[config.mk]
export PLATFORM = sky130hd
export DESIGN_NAME = ilid_cell
export DESIGN_NICKNAME = d
export VERILOG_FILES = /design/src/ilid_pkg.sv /design/src/ilid_cell.sv
export SDC_FILE = /design/constraint.sdc
export NUM_CORES = 1
export LEC_CHECK = 0
export ABC_CLOCK_PERIOD_IN_PS = 6310
export BUFFER_PORTS_ARGS = -buffer_cell sky130_fd_sc_hd__buf_2
export CAP_MARGIN = 20
export CORE_MARGIN = 10
export CORE_UTILIZATION = 42
export CTS_BUF_LIST = sky130_fd_sc_hd__clkbuf_16
export CTS_CLUSTER_SIZE = 8
export DETAILED_ROUTE_END_ITERATION = 16
export PLACE_DENSITY = 0.88
export SLEW_MARGIN = 25
export SYNTH_ARGS = -nofsm -noshare
export SYNTH_HDL_FRONTEND = slang
export SYNTH_SLANG_ARGS = --single-unit
[constraint.sdc]
create_clock -name i_clk -period 6.31 [get_ports i_clk]
set_input_delay 1.262 -clock i_clk [delete_from_list [all_inputs] [get_ports i_clk]]
set_output_delay 1.262 -clock i_clk [all_outputs]
set_load 0.01 [all_outputs]
[src/ilid_pkg.sv]
// shared types and codes for the indexed list block
`timescale 1ns / 1ps
`default_nettype none

package ilid_pkg;

    // command codes
    localparam logic [2:0] CMD_GET      = 3'd0;
    localparam logic [2:0] CMD_INS_HEAD = 3'd1;
    localparam logic [2:0] CMD_APPEND   = 3'd2;
    localparam logic [2:0] CMD_INS_AT   = 3'd3;
    localparam logic [2:0] CMD_DELETE   = 3'd4;

    // status codes
    localparam logic [1:0] ST_DONE      = 2'd0;
    localparam logic [1:0] ST_BAD_INDEX = 2'd1;
    localparam logic [1:0] ST_FULL      = 2'd2;

    // widths fixed by the field formats and the largest supported depth
    localparam int DATA_W = 32;
    localparam int AT_W   = 11;

    localparam logic [DATA_W-1:0] READ_INVALID = '1;

    // broadcast to every cell of the row
    typedef struct packed {
        logic            ins;
        logic            del;
        logic            rd;
        logic [AT_W-1:0] at;
    } t_cell_ctl;

endpackage

`default_nettype wire

[src/ilid_cell.sv]
// one list slot: holds an element and shifts with its neighbors
`timescale 1ns / 1ps
`default_nettype none

module ilid_cell #(
    parameter int INDEX = 0
) (
    input  wire                              i_clk,
    input  ilid_pkg::t_cell_ctl              i_ctl,
    input  wire  [ilid_pkg::DATA_W-1:0]      i_value,
    input  wire  [ilid_pkg::DATA_W-1:0]      i_left,
    input  wire  [ilid_pkg::DATA_W-1:0]      i_right,
    output logic [ilid_pkg::DATA_W-1:0]      o_data,
    output logic [ilid_pkg::DATA_W-1:0]      o_read
);

    logic [ilid_pkg::DATA_W-1:0] r_data;
    logic [ilid_pkg::DATA_W-1:0] n_data;
    logic                        w_here;
    logic                        w_past;

    assign w_here = (i_ctl.at == ilid_pkg::AT_W'(INDEX));
    assign w_past = (ilid_pkg::AT_W'(INDEX) > i_ctl.at);

    always_comb begin
        n_data = r_data;
        if (i_ctl.ins) begin
            if (w_here) begin
                n_data = i_value;
            end else if (w_past) begin
                n_data = i_left;
            end
        end else if (i_ctl.del) begin
            if (w_here || w_past) begin
                n_data = i_right;
            end
        end
    end

    always_ff @(posedge i_clk) begin
        r_data <= n_data;
    end

    assign o_data = r_data;
    // masked so the gather stage can simply or all cells together
    assign o_read = r_data & {ilid_pkg::DATA_W{i_ctl.rd && w_here}};

endmodule

`default_nettype wire

==> impl_metrics.py, run 1 <==
metrics = {
    "outcome": {
        "status": "complete, no violations",
    },
    "placed_design": {
        "place_congestion": 0.791,
        "hpwl_mm": 5.79,
        "numPortBuffers": 174,
        "placed_cell_area_um2": 3070,
    },
    "synthesis": {
        "postSynthRegisterBits": 32,
        "synth_top_cell_by_area": "edfxtp_1",
        "synthesis.area_um2": 2160,
        "synth.distinct_cells": 13,
        "ys_warn_count": 0,
        "yosys.area.top_type_share_pct": 44.6,
        "ys_seq_area_share_pct": 44.6,
        "netlist_instances": 145,
        "synth_fp_nets": 256,
        "synthTopCellsByArea": "edfxtp_1 (45%), mux2_4 (21%), mux2_2 (18%)",
        "avgSynthCellArea_um2": 14.9,
    },
    "critical_path": {
        "critPathSlowestCell": "and4_1",
        "cpMostUsedCell": "buf_2",
        "end_kind": "output pin",
        "worstPathCellList": "buf_2 -> nor3_1 -> and4_1 -> and2_1 -> buf_2",
        "crit_arrival_ns": 2.95,
        "crit_start": "i_ctl[6]",
        "worstPathRequired_ns": 5.05,
        "start_kind": "primary input",
        "slowest_delay_ns": 0.82,
        "path_class": "primary input to output pin",
        "cp_max_fo": 32,
    },
    "clock_network": {
        "post_cts_buffers": 0,
        "root_buffer": "clkbuf_16",
        "cts_sinks": 32,
        "clkTransAtPathRegs_ns": 0.05,
        "cts_buffers": 5,
        "cts_tree": "yes",
        "cts_buffer_depth": 2,
        "htreeDepth": 2,
        "cts-resized-gates": 0,
        "hold_buffers": 0,
    },
    "route": {
        "drcViolationCount": 0,
        "first_iter_violations": 54,
        "avgViaCountPerCell": 4.69,
        "vias": 1825,
        "detail-route-antenna-nets": 0,
        "routed_wl_mm": 6.91,
        "post_drt_wl_per_cell_um": 17.8,
        "dr.pass1.iters": 4,
    },
    "global_route": {
        "grt_max_degree": 35,
        "grt_pass1_wl_mm": 10.7,
        "track_usage_pct": 15.8,
        "antenna_found_initial": 0,
        "grt_pass1_vias": 2151,
        "grt_overflow": 0,
    },
    "floorplanning": {
        "top_level_ports": 175,
        "num_rows": 26,
        "start_util_pct": 42.8,
        "core_um2": 5040,
        "dieWidth_um": 91.6,
        "die_area_um2": 8400,
        "die_height_um": 91.6,
    },
    "final_layout": {
        "n_antenna_cell": 0,
        "drive_gt1_share_pct": 78.1,
        "final_util_pct": 63.6,
        "area_growth_pct": 48.9,
        "largest_reg_flops": 32,
        "nNetsFinal": 429,
        "final_area_um2": 3210,
    },
    "timing": {
        "worstMarginPinSlew_ns": 0.851,
        "clock.fmax_ghz": 0.237,
        "maxSlewHeadroom_pct": 43.3,
        "min_period_ns": 4.21,
        "setup_violations": 0,
        "post-route-period-util_pct": 66.7,
        "finalSetupTns_ns": 0,
        "drv_slew": 0,
        "rsz0062_at_grt": "false",
        "hold_violations": 0,
    },
    "power": {
        "p_int_uw": 436,
        "share_comb_of_total_power_pct": 15.5,
        "power.density_nw_per_um2": 167,
        "power_frac_seq_pct": 44.0,
        "finalPower_uw": 537,
        "p_sw_share_pct": 18.9,
        "p_leak_nw": 1.65,
        "clkPwrFrac_pct": 40.5,
        "peakVddDrop_mv": 0.104,
        "p_sw_uw": 101,
    },
    "hold_path": {
        "min_from": "i_value[1]",
        "hold_path.class": "primary input to flip-flop",
    },
    "flow_run": {
        "max_cap_violations": 0,
    },
}
## power by group through the flow
| stage | Combinational [mW] | Sequential (mW) | Clock [mW] |
|---|---|---|---|
| after global routing | 0.0906 | 0.236 | 0.230 |
| after CTS | 0.0845 | 0.236 | 0.225 |
| after detailed placement | 0.0841 | 0.240 | 0 |
| final | 0.0834 | 0.236 | 0.218 |
| after floorplan | 0.0445 | 0.240 | 0 |
| after global placement | 0.0798 | 0.240 | 0 |
## area by class of cell
type	count	area, µm²
Clock buffer	5	125
Timing Repair Buffer	176	898
Clock inverter	3	11.3
Tap cell	70	87.6
Multi-Input combinational cell	103	1130
Fill cell	409	1830
Sequential cell	32	961
## Yosys cell counts, drive strengths merged
master,number
and4,1
nor3,1
and2,32
buf,7
o2111a,1
mux2,64
nand3,1
edfxtp,32
nor4b,1
clkbuf,3
nor4,2
## critical path: cells and delay by family
family	cells	cell delay, ns
simple gates	3	1.40
buf+inv	2	0.27
## routing by layer
metal	share of wire, %	vias up	global-route usage, %
li1	-	888	-
met1	32	834	14.1
met2	56	91	29.9
met3	10	12	7.58
met4	2.1	0	6.27
met5	0	-	0
## cells in the final DEF (no fill, tap or decap)
cell type / count
mux2_4: 30
clkinv_1: 1
inv_1: 2
nor4b_2: 1
nor4_4: 2
and2_1: 32
buf_2: 174
mux2_2: 34
nor3_1: 1
o2111a_1: 1
clkbuf_16: 5
buf_12: 1
edfxtp_1: 32
buf_4: 1
nand3_2: 1
and4_1: 1
## per-stage QoR
stage	setup WS (ns)	hold WS (ns)	instances
4_1_cts	2.04	1.28	389
6_report	2.10	1.29	389
5_1_grt	1.92	1.29	389
3_3_place_gp	2.22	1.56	380
2_1_floorplan	2.88	1.48	145
3_5_place_dp	2.04	1.57	381
## logic make-up (layout without fill, tap and decap cells)
group	Yosys count	after routing	synth area share, %
simple gates	38	38	13.1
compound gates	1	1	0.522
mux	64	64	38.7
flops	32	32	44.6
buf+inv	10	184	3.19
## worst paths after layout
| kind | endpoint | slack (ns) | depth (start not counted) |
|---|---|---|---|
| max | o_read[28] | 2.10 | 5 |
| min | o_data[1] | 1.29 | 2 |
Power figures use the tool's default switching activity.
==> run 2: changes to the inputs <==
- ABC_CLOCK_PERIOD_IN_PS: 6310 -> 4050
- CORE_UTILIZATION: 42 -> 39
- PLACE_DENSITY: 0.88 -> 0.82
- clock period: 6.31 -> 4.05 ns (I/O delays scaled with it)
==> impl_metrics.py, run 2 (synthesis results as in run 1) <==
metrics = {
    "clock_network": {
        "root_buffer": "clkbuf_16",
        "cts_tree": "yes",
        "cts-resized-gates": 0,
        "post_cts_buffers": 0,
        "cts_sinks": 32,
        "clkTransAtPathRegs_ns": 0.05,
        "cts_buffers": 5,
        "cts_buffer_depth": 2,
        "hold_buffers": 0,
        "htreeDepth": 2,
    },
    "timing": {
        "min_period_ns": 3.16,
        "holdWs_ns": 0.836,
        "finalSetupTns_ns": 0,
        "worstMarginPinSlew_ns": 0.582,
        "drv_slew": 0,
        "clock.fmax_ghz": 0.316,
        "post-route-period-util_pct": 78.0,
        "maxSlewHeadroom_pct": 61.2,
        "rsz0062_at_grt": "false",
        "hold_violations": 0,
        "setup_violations": 0,
    },
    "route": {
        "first_iter_violations": 35,
        "post_drt_wl_per_cell_um": 17.4,
        "drcViolationCount": 0,
        "routed_wl_mm": 6.84,
        "dr.pass1.iters": 4,
        "detail-route-antenna-nets": 0,
        "vias": 1817,
        "avgViaCountPerCell": 4.62,
    },
    "final_layout": {
        "final_cell_mix": "buf_2 (174), mux2_2 (34), and2_1 (32), edfxtp_1 (32), mux2_4 (30)",
        "nNetsFinal": 431,
        "final_area_um2": 3240,
        "area_growth_pct": 50.4,
        "final_common_cell": "buf_2",
        "final_util_pct": 59.6,
        "n_antenna_cell": 0,
        "drive_gt1_share_pct": 78.8,
        "largest_reg_flops": 32,
    },
    "critical_path": {
        "critPathSlowestCell": "and4_1",
        "worstPathRequired_ns": 3.24,
        "path_class": "primary input to output pin",
        "cpMostUsedCell": "buf_2",
        "worstPathCellList": "buf_2 -> nor4_4 -> and4_1 -> buf_4 -> and2_1 -> buf_2",
        "slowest_delay_ns": 0.52,
        "cp_max_fo": 18,
        "critPathBufInv": 3,
        "end_kind": "output pin",
        "worst_path_dominant_cell_family": "simple AND/OR/NAND/NOR gates",
        "start_kind": "primary input",
        "crit_arrival_ns": 2.35,
    },
    "power": {
        "p_leak_nw": 1.67,
        "power.density_nw_per_um2": 280,
        "peakVddDrop_mv": 0.218,
    },
    "placed_design": {
        "place_congestion": 0.791,
        "placed_cell_area_um2": 3080,
        "numPortBuffers": 174,
        "hpwl_mm": 5.78,
    },
    "global_route": {
        "grt_pass1_vias": 2026,
        "track_usage_pct": 14.8,
        "grt_overflow": 0,
        "grt_max_degree": 33,
        "antenna_found_initial": 0,
        "grt_pass1_wl_mm": 10.3,
    },
    "hold_path": {
        "holdPathStages": 2,
        "hold_path.class": "primary input to flip-flop",
        "min_to": "o_data[3]",
        "min_from": "i_value[3]",
    },
    "floorplanning": {
        "die_height_um": 94.4,
        "die_area_um2": 8900,
        "start_util_pct": 39.6,
        "num_rows": 27,
        "top_level_ports": 175,
        "core_um2": 5440,
        "dieWidth_um": 94.4,
    },
    "outcome": {
        "status": "complete, no violations",
    },
    "flow_run": {
        "max_cap_violations": 0,
    },
}
==> run 2: changes by cell type in the layout (fill, tap and decap cells not counted), sizes merged <==
| cell | delta |
|---|---|
| buf | +2 |
| bufinv | +1 |
| inv | -1 |
==> run 2: worst max path at each step <==
| stage | startpoint | depth (start not counted) | to |
|---|---|---|---|
| 6_report | i_ctl[2] | 6 | o_read[20] |
| 5_1_grt | i_ctl[9] | 6 | o_read[18] |
| 4_1_cts | i_ctl[9] | 6 | o_read[20] |
| 3_5_place_dp | i_ctl[9] | 6 | o_read[20] |
| 3_3_place_gp | i_ctl[2] | 6 | o_read[23] |
| 2_1_floorplan | i_ctl[2] | 4 | o_read[10] |
==> run 2: through the flow <==
stage / setup slack (ns) / instances / total power [mW]
after global placement: 0.964 / 385 / 0.500
final: 0.890 / 393 / 0.908
after global routing: 0.752 / 393 / 0.947
after CTS: 0.833 / 393 / 0.920
after detailed placement: 0.837 / 385 / 0.505
after floorplan: 1.52 / 145 / 0.444
==> run 2: power by group <==
group | switching, mW | internal [mW] | total [mW]
clock | 0.125 | 0.286 | 0.411
sequential | 0.0000608 | 0.368 | 0.368
combinational | 0.0379 | 0.0916 | 0.129
total | 0.163 | 0.745 | 0.908
==> run 2: final cells by class <==
type	count	area (µm²)
Fill cell	468	2200
Multi-Input combinational cell	103	1130
Sequential cell	32	961
Timing Repair Buffer	178	901
Clock buffer	5	125
Tap cell	72	90.1
Clock inverter	3	38.8
==> run 2: metal layers <==
metal	up-vias	track usage, %	share of wire [%]
li1	884	-	-
met1	837	14.4	34
met2	88	26.3	54
met3	8	7.53	11
met4	0	5.06	1.4
met5	-	0	0
==> run 3: changes to the inputs <==
- ABC_AREA: not set -> 1
- ABC_CLOCK_PERIOD_IN_PS: 4050 -> 2700
- CORE_UTILIZATION: 39 -> 37
- PLACE_DENSITY: 0.82 -> 0.8
- clock period: 4.05 -> 2.7 ns (I/O delays scaled with it)
==> impl_metrics.py, run 3 <==
metrics = {
    "power": {
        "power.density_nw_per_um2": 368,
        "p_sw_uw": 273,
        "p_leak_nw": 2.22,
        "peakVddDrop_mv": 0.345,
        "power_frac_seq_pct": 44.1,
        "p_sw_share_pct": 21.9,
        "p_int_uw": 976,
        "finalPower_mw": 1.25,
        "share_comb_of_total_power_pct": 14.3,
        "clkPwrFrac_pct": 41.6,
    },
    "global_route": {
        "grt_max_degree": 34,
        "grt_pass1_wl_mm": 13.2,
        "grt_pass1_vias": 2893,
        "grt_overflow": 0,
        "antenna_found_initial": 0,
        "track_usage_pct": 15.9,
    },
    "outcome": {
        "status": "complete, no violations",
    },
    "final_layout": {
        "nNetsFinal": 636,
        "area_growth_pct": 45.4,
        "final_area_um2": 3390,
        "fillers": 607,
        "multi_input_comb_area_um2": 892,
        "final_cells": 601,
        "regArea_um2": 961,
        "largest_reg_flops": 32,
        "final_common_cell": "buf_2",
        "n_antenna_cell": 0,
        "final_cell_mix": "buf_2 (174), inv_1 (98), nand2_1 (97)",
        "drive_gt1_share_pct": 37.1,
        "final_util_pct": 56.3,
    },
    "hold_path": {
        "hold_path.class": "primary input to flip-flop",
    },
    "route": {
        "drcViolationCount": 0,
        "first_iter_violations": 91,
        "routed_wl_mm": 8.26,
        "dr.pass1.iters": 4,
        "post_drt_wl_per_cell_um": 13.7,
        "vias": 2722,
        "detail-route-antenna-nets": 0,
        "avgViaCountPerCell": 4.53,
    },
    "synthesis": {
        "synth_fp_nets": 466,
        "synth_common_cells": "inv_1 (98), nand2_1 (97), nand3_1 (64)",
        "synth.distinct_cells": 15,
        "yosys.cell_count.top_type": "inv_1",
        "ys_warn_count": 0,
        "synthesis.area_um2": 2330,
        "postSynthRegisterBits": 32,
        "synth_edf_count": 32,
        "avgSynthCellArea_um2": 6.57,
        "netlist_instances": 355,
        "synthFlopType": "edfxtp_1",
        "async_flop_share_pct": 0,
        "ys_seq_area_share_pct": 41.2,
        "synthTopCellsByArea": "edfxtp_1 (41%), inv_1 (16%), nand2_1 (16%)",
        "yosys.area.top_type_share_pct": 41.2,
        "synth_top_cell_by_area": "edfxtp_1",
    },
    "floorplanning": {
        "core_um2": 6030,
        "dieWidth_um": 99.4,
        "die_height_um": 99.4,
        "die_area_um2": 9880,
        "num_rows": 28,
        "top_level_ports": 175,
        "start_util_pct": 38.7,
    },
    "clock_network": {
        "cts_buffer_depth": 2,
        "cts_buffers": 5,
        "clkTransAtPathRegs_ns": 0.05,
        "htreeDepth": 2,
        "post_cts_buffers": 0,
        "hold_buffers": 0,
        "cts_sinks": 32,
        "cts-resized-gates": 0,
        "root_buffer": "clkbuf_16",
        "cts_tree": "yes",
    },
    "placed_design": {
        "placed_cell_area_um2": 3250,
        "pre_cts_ws_ns": 0.559,
        "place_congestion": 0.862,
        "dp_cells": 593,
        "numPortBuffers": 174,
        "hpwl_mm": 6.84,
    },
    "critical_path": {
        "crit_arrival_ns": 1.52,
        "path_class": "primary input to output pin",
        "end_kind": "output pin",
        "critPathBufInv": 3,
        "start_kind": "primary input",
        "cp_max_fo": 22,
        "worstPathCellList": "buf_2 -> nor2_1 -> nand2_2 -> nor2_8 -> nand3_2 -> buf_4 -> nor2_1 -> buf_2",
        "slowest_delay_ns": 0.21,
        "worst_path_dominant_cell_family": "simple AND/OR/NAND/NOR gates",
        "worstPathRequired_ns": 2.16,
        "critPathSlowestCell": "buf_4",
    },
    "timing": {
        "post-route-period-util_pct": 76.4,
        "clock.fmax_ghz": 0.485,
        "rsz0062_at_grt": "false",
        "drv_slew": 0,
        "holdWs_ns": 0.545,
        "finalWorstSetupSlack_ns": 0.637,
        "finalSetupTns_ns": 0,
        "maxSlewHeadroom_pct": 32.4,
        "setup_violations": 0,
        "hold_violations": 0,
        "min_period_ns": 2.06,
        "worstMarginPinSlew_ns": 1.01,
    },
    "flow_run": {
        "max_cap_violations": 0,
    },
}
[run 3: cell count changes after synthesis, moves of 31 or more]
| cell | before | now |
|---|---|---|
| mux2_2 | 34 | 0 |
| inv_1 | 0 | 98 |
| nand2_1 | 0 | 97 |
| and2_1 | 32 | 1 |
| nor2_1 | 0 | 39 |
| nand3_1 | 0 | 64 |
[run 3: area by class of cell]
| class | instances | share of cell area [%] |
|---|---|---|
| Clock buffer | 5 | 3.69 |
| Clock inverter | 3 | 0.406 |
| Inverter | 98 | 10.8 |
| Multi-Input combinational cell | 205 | 26.3 |
| Sequential cell | 32 | 28.3 |
| Tap cell | 75 | 2.77 |
| Timing Repair Buffer | 183 | 27.7 |
[run 3: power by group through the flow]
stage                     clock, mW  combinational, mW  sequential (mW)
final                         0.520              0.178            0.551
after global routing          0.560              0.205            0.551
after CTS                     0.535              0.180            0.551
after detailed placement          0              0.180            0.561
after global placement            0              0.175            0.561
after floorplan                   0             0.0836            0.562
[run 3: kinds of logic (layout without fill, tap and decap cells)]
group | Yosys count | in the layout | synth area share (%)
buffers and inverters | 118 | 289 | 20.9
flip-flops | 32 | 32 | 41.2
AND/OR/NAND/NOR | 205 | 205 | 37.9
[run 3: final timing paths]
check                      start         to  slack (ns)  cells past startpoint
worst max-delay path    i_ctl[7]  o_read[0]        0.64                      8
worst min-delay path  i_right[9]  o_data[9]        0.55                      3
[run 3: worst min-delay path: stages]
cell and delay [ns]:
buf_2 0.07, nand2_1 0.04, nand2_1 0.05
[run 3: layer usage]
| metal | track usage [%] | routed length, µm |
|---|---|---|
| met1 | 16.8 | 3160 |
| met2 | 28.8 | 4150 |
| met3 | 6.44 | 851 |
| met4 | 3.86 | 102 |
| met5 | 0 | 0 |
